**src/bols_pkg.sv**
```systemverilog
// Shared types and constants for the bounded ordered list with search.
`default_nettype none
package bols_pkg;

	localparam int CAPACITY = 64;
	localparam int IDX_W    = $clog2(CAPACITY);
	localparam int CNT_W    = $clog2(CAPACITY + 1);
	localparam int DATA_W   = 32;

	localparam logic [2:0] OP_INS_HEAD = 3'd0;
	localparam logic [2:0] OP_INS_TAIL = 3'd1;
	localparam logic [2:0] OP_REM_HEAD = 3'd2;
	localparam logic [2:0] OP_REM_TAIL = 3'd3;
	localparam logic [2:0] OP_REM_VAL  = 3'd4;
	localparam logic [2:0] OP_SEARCH   = 3'd5;

	localparam logic [1:0] ST_OK    = 2'd0;
	localparam logic [1:0] ST_EMPTY = 2'd1;
	localparam logic [1:0] ST_FULL  = 2'd2;

	typedef struct packed {
		logic [2:0]               opcode;
		logic                     use_replace;
		logic signed [DATA_W-1:0] key_value;
		logic signed [DATA_W-1:0] new_value;
	} cmd_t;

	typedef struct packed {
		logic                     hit_flag;
		logic [1:0]               status_code;
		logic [CNT_W-1:0]         entry_count;
		logic signed [DATA_W-1:0] head_value;
		logic signed [DATA_W-1:0] tail_value;
	} rsp_t;

	// Per-cycle control broadcast to every cell of the chain
	typedef struct packed {
		logic              shr;
		logic              shl;
		logic              wr_en;
		logic [IDX_W-1:0]  wr_idx;
		logic [DATA_W-1:0] wr_data;
	} cell_ctl_t;

endpackage
`default_nettype wire

```
**src/bounded_ordered_list_with_search_top.sv**
```systemverilog
// Flow: a transferred command goes to S_EXEC and then S_RESULT for insert head/tail and remove
// head; remove tail, remove value and search/replace on a non-empty list pass through S_SCAN.
// The result is registered as S_RESULT is left, and no new command is taken until S_IDLE again;
// a scan pops the head each cycle and pushes kept entries back at the tail of the chain.
// Reset clears the entry count, the state and the response valid; the cells keep no reset value.
`default_nettype none
module bounded_ordered_list_with_search_top (
	input  wire logic            clk,
	input  wire logic            arst_n,
	input  wire logic            cmd_valid,
	output logic                 cmd_stall,
	input  wire bols_pkg::cmd_t  cmd,
	output logic                 rsp_valid,
	input  wire logic            rsp_stall,
	output bols_pkg::rsp_t       rsp
);

	typedef enum logic [3:0] {
		S_IDLE   = 4'b0001,
		S_EXEC   = 4'b0010,
		S_SCAN   = 4'b0100,
		S_RESULT = 4'b1000
	} state_t;

	state_t                        state_q, state_d;
	bols_pkg::cmd_t                cmd_q;
	logic [bols_pkg::CNT_W-1:0]    len_q, len_d;
	logic [bols_pkg::CNT_W-1:0]    iter_q, iter_d;
	logic [bols_pkg::DATA_W-1:0]   tail_q, tail_d;
	logic                          hit_q, hit_d;
	logic [1:0]                    status_q, status_d;
	logic                          rsp_valid_q;
	bols_pkg::rsp_t                rsp_q;
	bols_pkg::cell_ctl_t           ctl;
	logic [bols_pkg::DATA_W-1:0]   head_val;
	logic                          cmd_xfer;
	logic                          rsp_load;

	bols_chain u_chain (
		.clk      (clk),
		.ctl      (ctl),
		.head_val (head_val)
	);

	assign cmd_stall = (state_q != S_IDLE);
	assign cmd_xfer  = cmd_valid && !cmd_stall;
	assign rsp_load  = (state_q == S_RESULT) && (!rsp_valid_q || !rsp_stall);

	always_comb begin
		logic is_full;
		logic is_empty;
		logic match;
		logic drop;
		logic [bols_pkg::DATA_W-1:0] push_val;

		is_full  = (len_q == bols_pkg::CNT_W'(bols_pkg::CAPACITY));
		is_empty = (len_q == '0);
		match    = (head_val == cmd_q.key_value);
		drop     = 1'b0;
		push_val = head_val;

		state_d  = state_q;
		len_d    = len_q;
		iter_d   = iter_q;
		tail_d   = tail_q;
		hit_d    = hit_q;
		status_d = status_q;
		ctl      = '0;

		unique case (state_q)
			S_IDLE: begin
				if (cmd_xfer) begin
					hit_d    = 1'b0;
					status_d = bols_pkg::ST_OK;
					state_d  = S_EXEC;
				end
			end
			S_EXEC: begin
				state_d = S_RESULT;
				iter_d  = len_q;
				unique case (cmd_q.opcode)
					bols_pkg::OP_INS_HEAD: begin
						if (is_full) begin
							status_d = bols_pkg::ST_FULL;
						end else begin
							ctl.shr     = 1'b1;
							ctl.wr_en   = 1'b1;
							ctl.wr_idx  = '0;
							ctl.wr_data = cmd_q.key_value;
							len_d       = bols_pkg::CNT_W'(len_q + 1'b1);
							if (is_empty) begin
								tail_d = cmd_q.key_value;
							end
						end
					end
					bols_pkg::OP_INS_TAIL: begin
						if (is_full) begin
							status_d = bols_pkg::ST_FULL;
						end else begin
							ctl.wr_en   = 1'b1;
							ctl.wr_idx  = len_q[bols_pkg::IDX_W-1:0];
							ctl.wr_data = cmd_q.key_value;
							len_d       = bols_pkg::CNT_W'(len_q + 1'b1);
							tail_d      = cmd_q.key_value;
						end
					end
					bols_pkg::OP_REM_HEAD: begin
						if (is_empty) begin
							status_d = bols_pkg::ST_EMPTY;
						end else begin
							ctl.shl = 1'b1;
							len_d   = bols_pkg::CNT_W'(len_q - 1'b1);
							hit_d   = 1'b1;
						end
					end
					bols_pkg::OP_REM_TAIL, bols_pkg::OP_REM_VAL: begin
						if (is_empty) begin
							status_d = bols_pkg::ST_EMPTY;
						end else begin
							state_d = S_SCAN;
						end
					end
					bols_pkg::OP_SEARCH: begin
						if (!is_empty) begin
							state_d = S_SCAN;
						end
					end
					default: begin
					end
				endcase
			end
			S_SCAN: begin
				// pop the head; push it back at the tail unless it goes away
				unique case (cmd_q.opcode)
					bols_pkg::OP_REM_TAIL: begin
						drop = (iter_q == bols_pkg::CNT_W'(1));
						if (drop) begin
							hit_d = 1'b1;
						end
					end
					bols_pkg::OP_REM_VAL: begin
						drop = match;
						if (match) begin
							hit_d = 1'b1;
						end
					end
					default: begin
						if (match) begin
							hit_d = 1'b1;
							if (cmd_q.use_replace) begin
								push_val = cmd_q.new_value;
							end
						end
					end
				endcase
				ctl.shl = 1'b1;
				if (drop) begin
					len_d = bols_pkg::CNT_W'(len_q - 1'b1);
				end else begin
					ctl.wr_en   = 1'b1;
					ctl.wr_idx  = bols_pkg::IDX_W'(len_q - 1'b1);
					ctl.wr_data = push_val;
					tail_d      = push_val;
				end
				iter_d = bols_pkg::CNT_W'(iter_q - 1'b1);
				if (iter_q == bols_pkg::CNT_W'(1)) begin
					state_d = S_RESULT;
				end
			end
			S_RESULT: begin
				if (rsp_load) begin
					state_d = S_IDLE;
				end
			end
			default: begin
				state_d = S_IDLE;
			end
		endcase
	end

	always_ff @(posedge clk or negedge arst_n) begin
		if (!arst_n) begin
			state_q     <= S_IDLE;
			len_q       <= '0;
			rsp_valid_q <= 1'b0;
		end else begin
			state_q <= state_d;
			len_q   <= len_d;
			if (rsp_load) begin
				rsp_valid_q <= 1'b1;
			end else if (!rsp_stall) begin
				rsp_valid_q <= 1'b0;
			end
		end
	end

	always_ff @(posedge clk) begin
		if (cmd_xfer) begin
			cmd_q <= cmd;
		end
		iter_q   <= iter_d;
		tail_q   <= tail_d;
		hit_q    <= hit_d;
		status_q <= status_d;
		if (rsp_load) begin
			rsp_q.hit_flag    <= hit_q;
			rsp_q.status_code <= status_q;
			rsp_q.entry_count <= len_q;
			rsp_q.head_value  <= (len_q != '0) ? head_val : '0;
			rsp_q.tail_value  <= (len_q != '0) ? tail_q : '0;
		end
	end

	assign rsp_valid = rsp_valid_q;
	assign rsp       = rsp_q;

endmodule
`default_nettype wire

```
**src/bols_cell.sv**
```systemverilog
// One storage cell of the list chain: holds, shifts from a neighbor, or loads.
`default_nettype none
module bols_cell (
	input  wire logic                         clk,
	input  wire logic [bols_pkg::IDX_W-1:0]   cell_idx,
	input  wire bols_pkg::cell_ctl_t          ctl,
	input  wire logic [bols_pkg::DATA_W-1:0]  left_val,
	input  wire logic [bols_pkg::DATA_W-1:0]  right_val,
	output logic      [bols_pkg::DATA_W-1:0]  val
);

	logic [bols_pkg::DATA_W-1:0] val_q;
	logic [bols_pkg::DATA_W-1:0] val_d;

	// a direct write wins over the shift
	always_comb begin
		priority if (ctl.wr_en && (ctl.wr_idx == cell_idx)) begin
			val_d = ctl.wr_data;
		end else if (ctl.shr) begin
			val_d = left_val;
		end else if (ctl.shl) begin
			val_d = right_val;
		end else begin
			val_d = val_q;
		end
	end

	always_ff @(posedge clk) begin
		val_q <= val_d;
	end

	assign val = val_q;

endmodule
`default_nettype wire

```
**src/bols_chain.sv**
```systemverilog
// Row of list cells, head at index 0, each linked to both neighbors.
`default_nettype none
module bols_chain (
	input  wire logic                         clk,
	input  wire bols_pkg::cell_ctl_t          ctl,
	output logic      [bols_pkg::DATA_W-1:0]  head_val
);

	logic [bols_pkg::DATA_W-1:0] vals [bols_pkg::CAPACITY];

	for (genvar i = 0; i < bols_pkg::CAPACITY; i++) begin : g_cell
		logic [bols_pkg::DATA_W-1:0] left_v;
		logic [bols_pkg::DATA_W-1:0] right_v;

		if (i == 0) begin : g_first
			assign left_v = '0;
		end else begin : g_mid_l
			assign left_v = vals[i-1];
		end

		if (i == bols_pkg::CAPACITY - 1) begin : g_last
			assign right_v = '0;
		end else begin : g_mid_r
			assign right_v = vals[i+1];
		end

		bols_cell u_cell (
			.clk       (clk),
			.cell_idx  (bols_pkg::IDX_W'(i)),
			.ctl       (ctl),
			.left_val  (left_v),
			.right_val (right_v),
			.val       (vals[i])
		);
	end

	assign head_val = vals[0];

endmodule
`default_nettype wire
```
**config.mk**
```make
export PLATFORM = sky130hd
export DESIGN_NAME = bounded_ordered_list_with_search_top
export DESIGN_NICKNAME = d
export VERILOG_FILES = /design/src/bols_pkg.sv /design/src/bounded_ordered_list_with_search_top.sv /design/src/bols_cell.sv /design/src/bols_chain.sv
export SDC_FILE = /design/constraint.sdc
export NUM_CORES = 2
export LEC_CHECK = 0
export CAP_MARGIN = 15
export CORE_MARGIN = 10
export CORE_UTILIZATION = 30
export CTS_BUF_LIST = sky130_fd_sc_hd__clkbuf_8
export DETAILED_ROUTE_END_ITERATION = 16
export DONT_BUFFER_PORTS = 1
export GPL_TIMING_DRIVEN = 0
export PLACE_DENSITY = 0.49
export SLEW_MARGIN = 10
export SYNTH_ARGS = -nofsm -noshare
export SYNTH_HDL_FRONTEND = slang
export SYNTH_SLANG_ARGS = --single-unit
```
**constraint.sdc**
```tcl
create_clock -name clk -period 5.5 [get_ports clk]
set_input_delay 0.55 -clock clk [delete_from_list [all_inputs] [get_ports clk]]
set_output_delay 0.55 -clock clk [all_outputs]
set_load 0.02 [all_outputs]
```
* Word level (Yosys, flattened, before mapping)
Cells that the tools add are included.
** Storage, ports and cells
- Output and inout bits :: 76
- Logic and storage cells :: 568
- Register bits :: 2244
** Cells by class
- Equal/unequal tests :: 96
- Add/sub/neg operators :: 3
- Reduce and logical (&&, ||, !) cells :: 150
- Mux-type cells :: 239
** Operators by type and width (number)
- 32-bit 2-to-1 mux :: 199
- 3-bit nonzero test :: 65
- 6-bit equality test, second input constant :: 32
- 32-bit case mux with 2 select lines :: 2
- 39-bit 2-to-1 mux :: 3
- 6-bit by 5-bit equality test with 1-bit output, second input constant :: 16
- 40-bit case mux with 2 select lines :: 1
- 39-bit case mux with 2 select lines :: 1
- 1-bit logical AND :: 66
- 6-bit by 4-bit equality test with 1-bit output, second input constant :: 8
- 7-bit case mux with 2 select lines :: 3
- 32-bit equality test :: 1
- 3-bit inequality test, second input constant :: 9
- 6-bit by 3-bit equality test with 1-bit output, second input constant :: 4
- 7-bit 2-to-1 mux :: 3
- 4-bit 2-to-1 mux :: 5
- 4-bit case mux with 4 select lines :: 1
- 1-bit 2-to-1 mux :: 14
- 7-bit by 1-bit subtractor with 7-bit output, second input constant :: 2
- 6-bit by 2-bit equality test with 1-bit output, second input constant :: 2
- 2-bit inequality test, second input constant :: 6
- 6-bit AND reduction :: 2
- 5-bit AND reduction :: 2
- 2-bit case mux with 2 select lines :: 2
- other kinds (28) :: 39

* Depth between registers and ports, before layout
- Depth in word-level cells :: 8
- Gate-level depth with buffers :: 15
- Depth with buffers taken out :: 10

* Hierarchy
Synthesis repeated with hierarchy kept, for this count alone.
** Unflattened totals
- Cells, all modules :: 7817
- Area, all modules :: 125112.5 sq um
** Modules (own cells, without submodules)
- bols_cell :: area each 1818.0 sq um, cells an instance 112, instances 64, sequential area each 960.9 sq um
- bounded_ordered_list_with_search_top :: area each 8753.4 sq um, cells an instance 647, instances 1, sequential area each 5826.8 sq um
- bols_chain :: area each 7.5 sq um, cells an instance 2, instances 1, sequential area each 0.0 sq um

* Least setup slack after synthesis
Ideal clock, no wire load.
- Path type :: register -> register
- Start :: register len_q[0] in the netlist's numbering
- End :: register u_chain.g_cell[42].u_cell.val_q (netlist bit u_chain.g_cell[42].u_cell.val[0]), enable pin
- Stages on the path, launching flop included :: 11
- Period minus slack after synthesis :: 5739 ps
- Arrival time :: 5273 ps
- Library setup time :: 466 ps
- Path slack :: -239 ps
- Buffers on the path :: 2
- Cells stage by stage :: dfrtp_1 clkbuf_1 inv_1 ha_1 nor3b_1 a211oi_2 nand2b_1 o41ai_2 o21ai_1 clkbuf_1 o21ai_0
** On the way
- Longest elaborated chain between the ends :: 7
- Elaborated cells on any way between the ends :: 16
** Ends and longest elaborated chain
- from (decl) :: line bounded_ordered_list_with_search_top.sv:27 : logic [bols_pkg::CNT_W-1:0] len_q, len_d;
- from (signal assigned) :: line bounded_ordered_list_with_search_top.sv:188 : len_q <= len_d;
- branches (longest 6 deep; another with 7-bit by 1-bit subtractor with 7-bit output)
- 3-bit nonzero test (no line) *
- to (signal assigned) :: line bols_cell.sv:29 : val_q <= val_d;
- to (decl) :: line bols_cell.sv:12 : logic [bols_pkg::DATA_W-1:0] val_q;
Mark *: on every way between the ends.
A chain may end at the register's enable or synchronous reset.

* Worst setup path after layout
- Start :: register u_chain.g_cell[0].u_cell.val_q (netlist bit u_chain.g_cell[0].u_cell.val[16])
- End :: register u_chain.g_cell[18].u_cell.val_q (netlist bit u_chain.g_cell[18].u_cell.val[17]) (data pin)
** On the way
- Longest elaborated chain between the ends :: 8
- Elaborated cells on any way between the ends :: 10
** Ends and longest elaborated chain
- from (decl) :: line bols_cell.sv:12
- from (signal assigned) :: line bols_cell.sv:29
- 32-bit equality test * :: line bounded_ordered_list_with_search_top.sv:58 : match = (head_val == cmd_q.key_value);
- 1-bit case mux with 2 select lines :: line bounded_ordered_list_with_search_top.sv:134 : unique case (cmd_q.opcode)
- 1-bit 2-to-1 mux :: line bounded_ordered_list_with_search_top.sv:70 : unique case (state_q)
- 39-bit 2-to-1 mux * :: line bounded_ordered_list_with_search_top.sv:157 : if (drop) begin
- 40-bit case mux with 2 select lines * :: line bounded_ordered_list_with_search_top.sv:70
- 6-bit by 5-bit equality test with 1-bit output :: line bols_cell.sv:17 : priority if (ctl.wr_en && (ctl.wr_idx == cell_idx)) begin
- 1-bit logical AND :: line bols_cell.sv:17
- 32-bit 2-to-1 mux * :: line bols_cell.sv:17
- net u_chain.g_cell[18].u_cell.val_d (one bit) :: line bols_cell.sv:13 : logic [bols_pkg::DATA_W-1:0] val_d;
- to (signal assigned) :: line bols_cell.sv:29
- to (decl) :: line bols_cell.sv:12
The timed path passes the listed nets; every way through them passes the cells marked *. The select of a mux whose other input is x is not followed.

==> flow_summary_export.csv <==
group,metric,value,unit
route,met1_length,210000,µm
synth,synth-seq-area-share,58.8,%
worst_setup_path,critPathKind,"flip-flop to flip-flop",
timing,timing.hold.ws,0.0615,ns
worst_setup_path,cp_common_cell,"buf_2",
grt,grt_pass1_wl,718000,µm
pwr,p_leak,0.0546,µW
route,drtPass1Iterations,7,
worst_setup_path,cp_max_fo,10,
placement,portBuffers,0,
worst_setup_path,critical_path.cell_chain,"xor2_1 -> nor4_2 -> nand4_1 -> nor2_2 -> a21oi_1 -> buf_2 -> buf_2 -> a221oi_2 -> buf_2 -> buf_12 -> mux2i_1",
synth,synth_edf_count,2232,
worst_setup_path,slowest_stage,"nor4_2",
route,highest_layer,"met5",
timing,worst_pin_slew,1.34,ns
floorplan,die_x,638,µm
floorplan,start_util,30.2,%
clock_tree,clk_latency,1.15,ns
route,via_per_inst,5.62,
worst_setup_path,reg2reg_to,"u_chain.g_cell[18].u_cell.val[17]",
finish,areaGrowthSynthToFinish,15.8,%
timing,timing.setup.tns,-7.67,ns
run,maxCapViolCount,0,
route,dr_wl_met3,54000,µm
worst_setup_path,slowest_delay,0.65,ns
outcome,status,"complete, but fails checks",
min_path,worstHoldStart,"cmd[27]",
clock_tree,clockBufferDepth,4,
route,wl_met2,238000,µm
worst_setup_path,reg2reg_from,"u_chain.g_cell[0].u_cell.val[16]",
finish,fillers,37900,
synth,synth_cell_types,69,
grt,antenna_found_initial,43,
worst_setup_path,cp.depth,11,
floorplan,core_area,379000,µm²
clock_tree,clk_pin_slew,0.07,ns
worst_setup_path,crit_arrival,6.45,ns
worst_setup_path,end_kind,"flip-flop",
worst_setup_path,r2r_slack,-0.12,ns
finish,drive_above_1_share,11.3,%
timing,final-max-slew-violation-count,0,
synth,syn_area_per_cell,11.5,µm²
timing,hold_viol_final,0,
route,drtIter0Drc,12900,
pwr,powerDensity,341,nW/µm²
floorplan,die_y,638,µm
clock_tree,cts_tree,"yes",
timing,setup_slack,-0.124,ns
timing,fin_crit_sh,102,%
min_path,hold_depth,1,
route,postRouteAntennaNets,0,
min_path,min_to,"cmd_q[27]",
synth,syn-num-nets,10000,
grt,grt.total_usage,24.9,%
clock_tree,cts-root-buf,"clkbuf_8",
synth,syn_inst,9936,
worst_setup_path,required,6.33,ns
synth,yosys_most_used_dff,"edfxtp_1",
floorplan,row_count,226,
finish,nNetsFinal,10600,
min_path,hold_path.class,"input port to flip-flop",
route,drt-total-wl,534000,µm
clock_tree,clock_sinks,2244,
floorplan,ios,148,
synth,yosys_warnings,0,
route,wl_per_cell,33.5,µm
pwr,power,45200,µW
timing,finalClockSkew,0.0804,ns
worst_setup_path,critPathTopFamily,"simple AND/OR/NAND/NOR gates",
outcome,violations,"negative setup slack",
floorplan,die_area,407000,µm²
route,drc,0,
clock_tree,numCtsBuffers,398,
timing,relSlewSlack,11.0,%
grt,grt_max_degree,66,
synth,ys_ff_latch,2244,
worst_setup_path,reg2reg_depth,11,
timing,fin_crit,5.62,ns
grt,grt_pass1_vias,87300,
synth,async_reset_ff_share,0.535,%
placement,place.gp.congestion,0.935,
worst_setup_path,critPathLaunchType,"flip-flop",
clock_tree,htree_levels,5,
pwr,ir_drop,171,µV
timing,setup_violations,187,
route,vias,89500,
timing,fmax,178,MHz
timing,rsz0062_at_grt,"false",
placement,dp_hpwl,408000,µm
synth,syn_area,114000,µm²
grt,grt_overflow,0,
worst_setup_path,crit_buf_inv,4,
## registers in the layout, summed over array words and instances, names as in the netlist, 2 cells and up
register and cells:
cmd_q 68, u_chain.g_cell.u_cell.val 2048, iter_q 7, rsp 74, status_q 2, tail_q 32, state_q 4, len_q 7
## metrics by stage
step / utilization, % / worst slack (ns) / cells / cell area [µm²]
after floorplan: - / 0.133 / 9936 / 114000
after global placement: 31.8 / -6.20 / 15000 / 121000
after detailed placement: 32.6 / -1.04 / 15100 / 124000
after CTS: 34.9 / -0.249 / 15900 / 132000
after global routing: 34.9 / 0.00201 / 15900 / 132000
final: 34.9 / -0.124 / 15900 / 133000
## report_power, final
part | leakage (µW) | switching, µW | internal (µW)
Sequential | 0.0203 | 1510 | 21300
Clock | 0.00415 | 7760 | 7190
Combinational | 0.0301 | 5280 | 2200
## layer usage
metal	up-vias	global-route usage [%]
li1	38000	-
met4	12	12.6
met1	45300	31.4
met3	975	7.06
met5	-	0
met2	5144	38.9
## layout by cell type (no fill, tap or decap), types with 61 or more instances in the layout
| cell type | instances |
|---|---|
| edfxtp_1 | 2232 |
| buf_2 | 269 |
| nor2_1 | 449 |
| o21ai_0 | 919 |
| nor3_1 | 113 |
| nand2_1 | 1569 |
| nor2b_1 | 67 |
| nand3_1 | 175 |
| and2_1 | 196 |
| clkbuf_1 | 526 |
| dlygate4sd3_1 | 87 |
| mux2i_1 | 1890 |
| inv_1 | 144 |
| a211oi_1 | 203 |
| clkbuf_2 | 112 |
| a21oi_1 | 311 |
| clkinv_1 | 95 |
| clkbuf_8 | 406 |
| a31oi_1 | 387 |
| buf_12 | 61 |
## cells by family (layout without fill, tap and decap cells)
logic type	Yosys count	count (layout)	synth area share, %
other	0	33	0
AO/OA/AOI/OAI	2003	2003	10.2
XOR/XNOR	44	44	0.337
adder cells (fa/ha/maj)	4	4	0.0437
flip-flops	2244	2244	58.8
buffers and inverters	1010	1939	3.82
AND/OR/NAND/NOR	2741	2741	10.3
multiplexers	1890	1890	16.5
## final cells by class
| type | instances | area [µm²] | share of cell area (%) |
|---|---|---|---|
| diodes | 33 | 82.6 | 0.0623 |
| plain buffers | 1000 | 4530 | 3.42 |
| clock buffers | 406 | 5590 | 4.22 |
| clock inverters | 307 | 1540 | 1.16 |
| inverters | 10 | 40.0 | 0.0302 |
| multi-input cells | 6682 | 43600 | 32.9 |
| flip-flops and latches | 2244 | 67300 | 50.8 |
| well taps | 5016 | 6280 | 4.74 |
| repair buffers | 216 | 3600 | 2.72 |
## worst max-delay path by stage
stage | startpoint | end | slack, ns
floorplan | state_q[0] | u_chain.g_cell[49].u_cell.val[0] | 0.13
global placement | len_q[0] | u_chain.g_cell[43].u_cell.val[3] | -6.20
detailed placement | len_q[0] | u_chain.g_cell[23].u_cell.val[12] | -1.04
CTS | u_chain.g_cell[0].u_cell.val[6] | u_chain.g_cell[29].u_cell.val[18] | -0.25
global route | len_q[0] | u_chain.g_cell[60].u_cell.val[28] | 0.002
finish | u_chain.g_cell[0].u_cell.val[16] | u_chain.g_cell[18].u_cell.val[17] | -0.12
## cell usage after synthesis (13+ instances only)
master | n | area share, %
buf_6 | 27 | 0.27
o21ai_0 | 928 | 4.1
buf_4 | 15 | 0.098
edfxtp_1 | 2232 | 59
a21oi_1 | 312 | 1.4
nand2_1 | 1594 | 5.2
mux2i_1 | 1890 | 17
nand3_1 | 180 | 0.79
clkbuf_1 | 654 | 2.1
o21ai_1 | 30 | 0.13
and2_1 | 196 | 1.1
a21oi_2 | 28 | 0.21
buf_2 | 253 | 1.1
a221o_1 | 33 | 0.29
nor3_1 | 116 | 0.51
buf_1 | 47 | 0.15
xor2_1 | 37 | 0.28
nor2b_1 | 67 | 0.37
nor4_1 | 13 | 0.071
a211oi_1 | 205 | 1.3
and3_1 | 35 | 0.19
nor2_1 | 456 | 1.5
a221oi_1 | 32 | 0.24
a31oi_1 | 387 | 2.1
nand2b_1 | 38 | 0.21
## repair_timing
action,4_1_cts,5_1_grt
gates resized for setup,71,61
endpoints found under the setup margin,2290,1911
hold buffers,87,0
buffers inserted,3,0
endpoints found under the hold margin,134,0
pin swaps,3,1
Note: power is estimated with default switching activity, not from simulation.
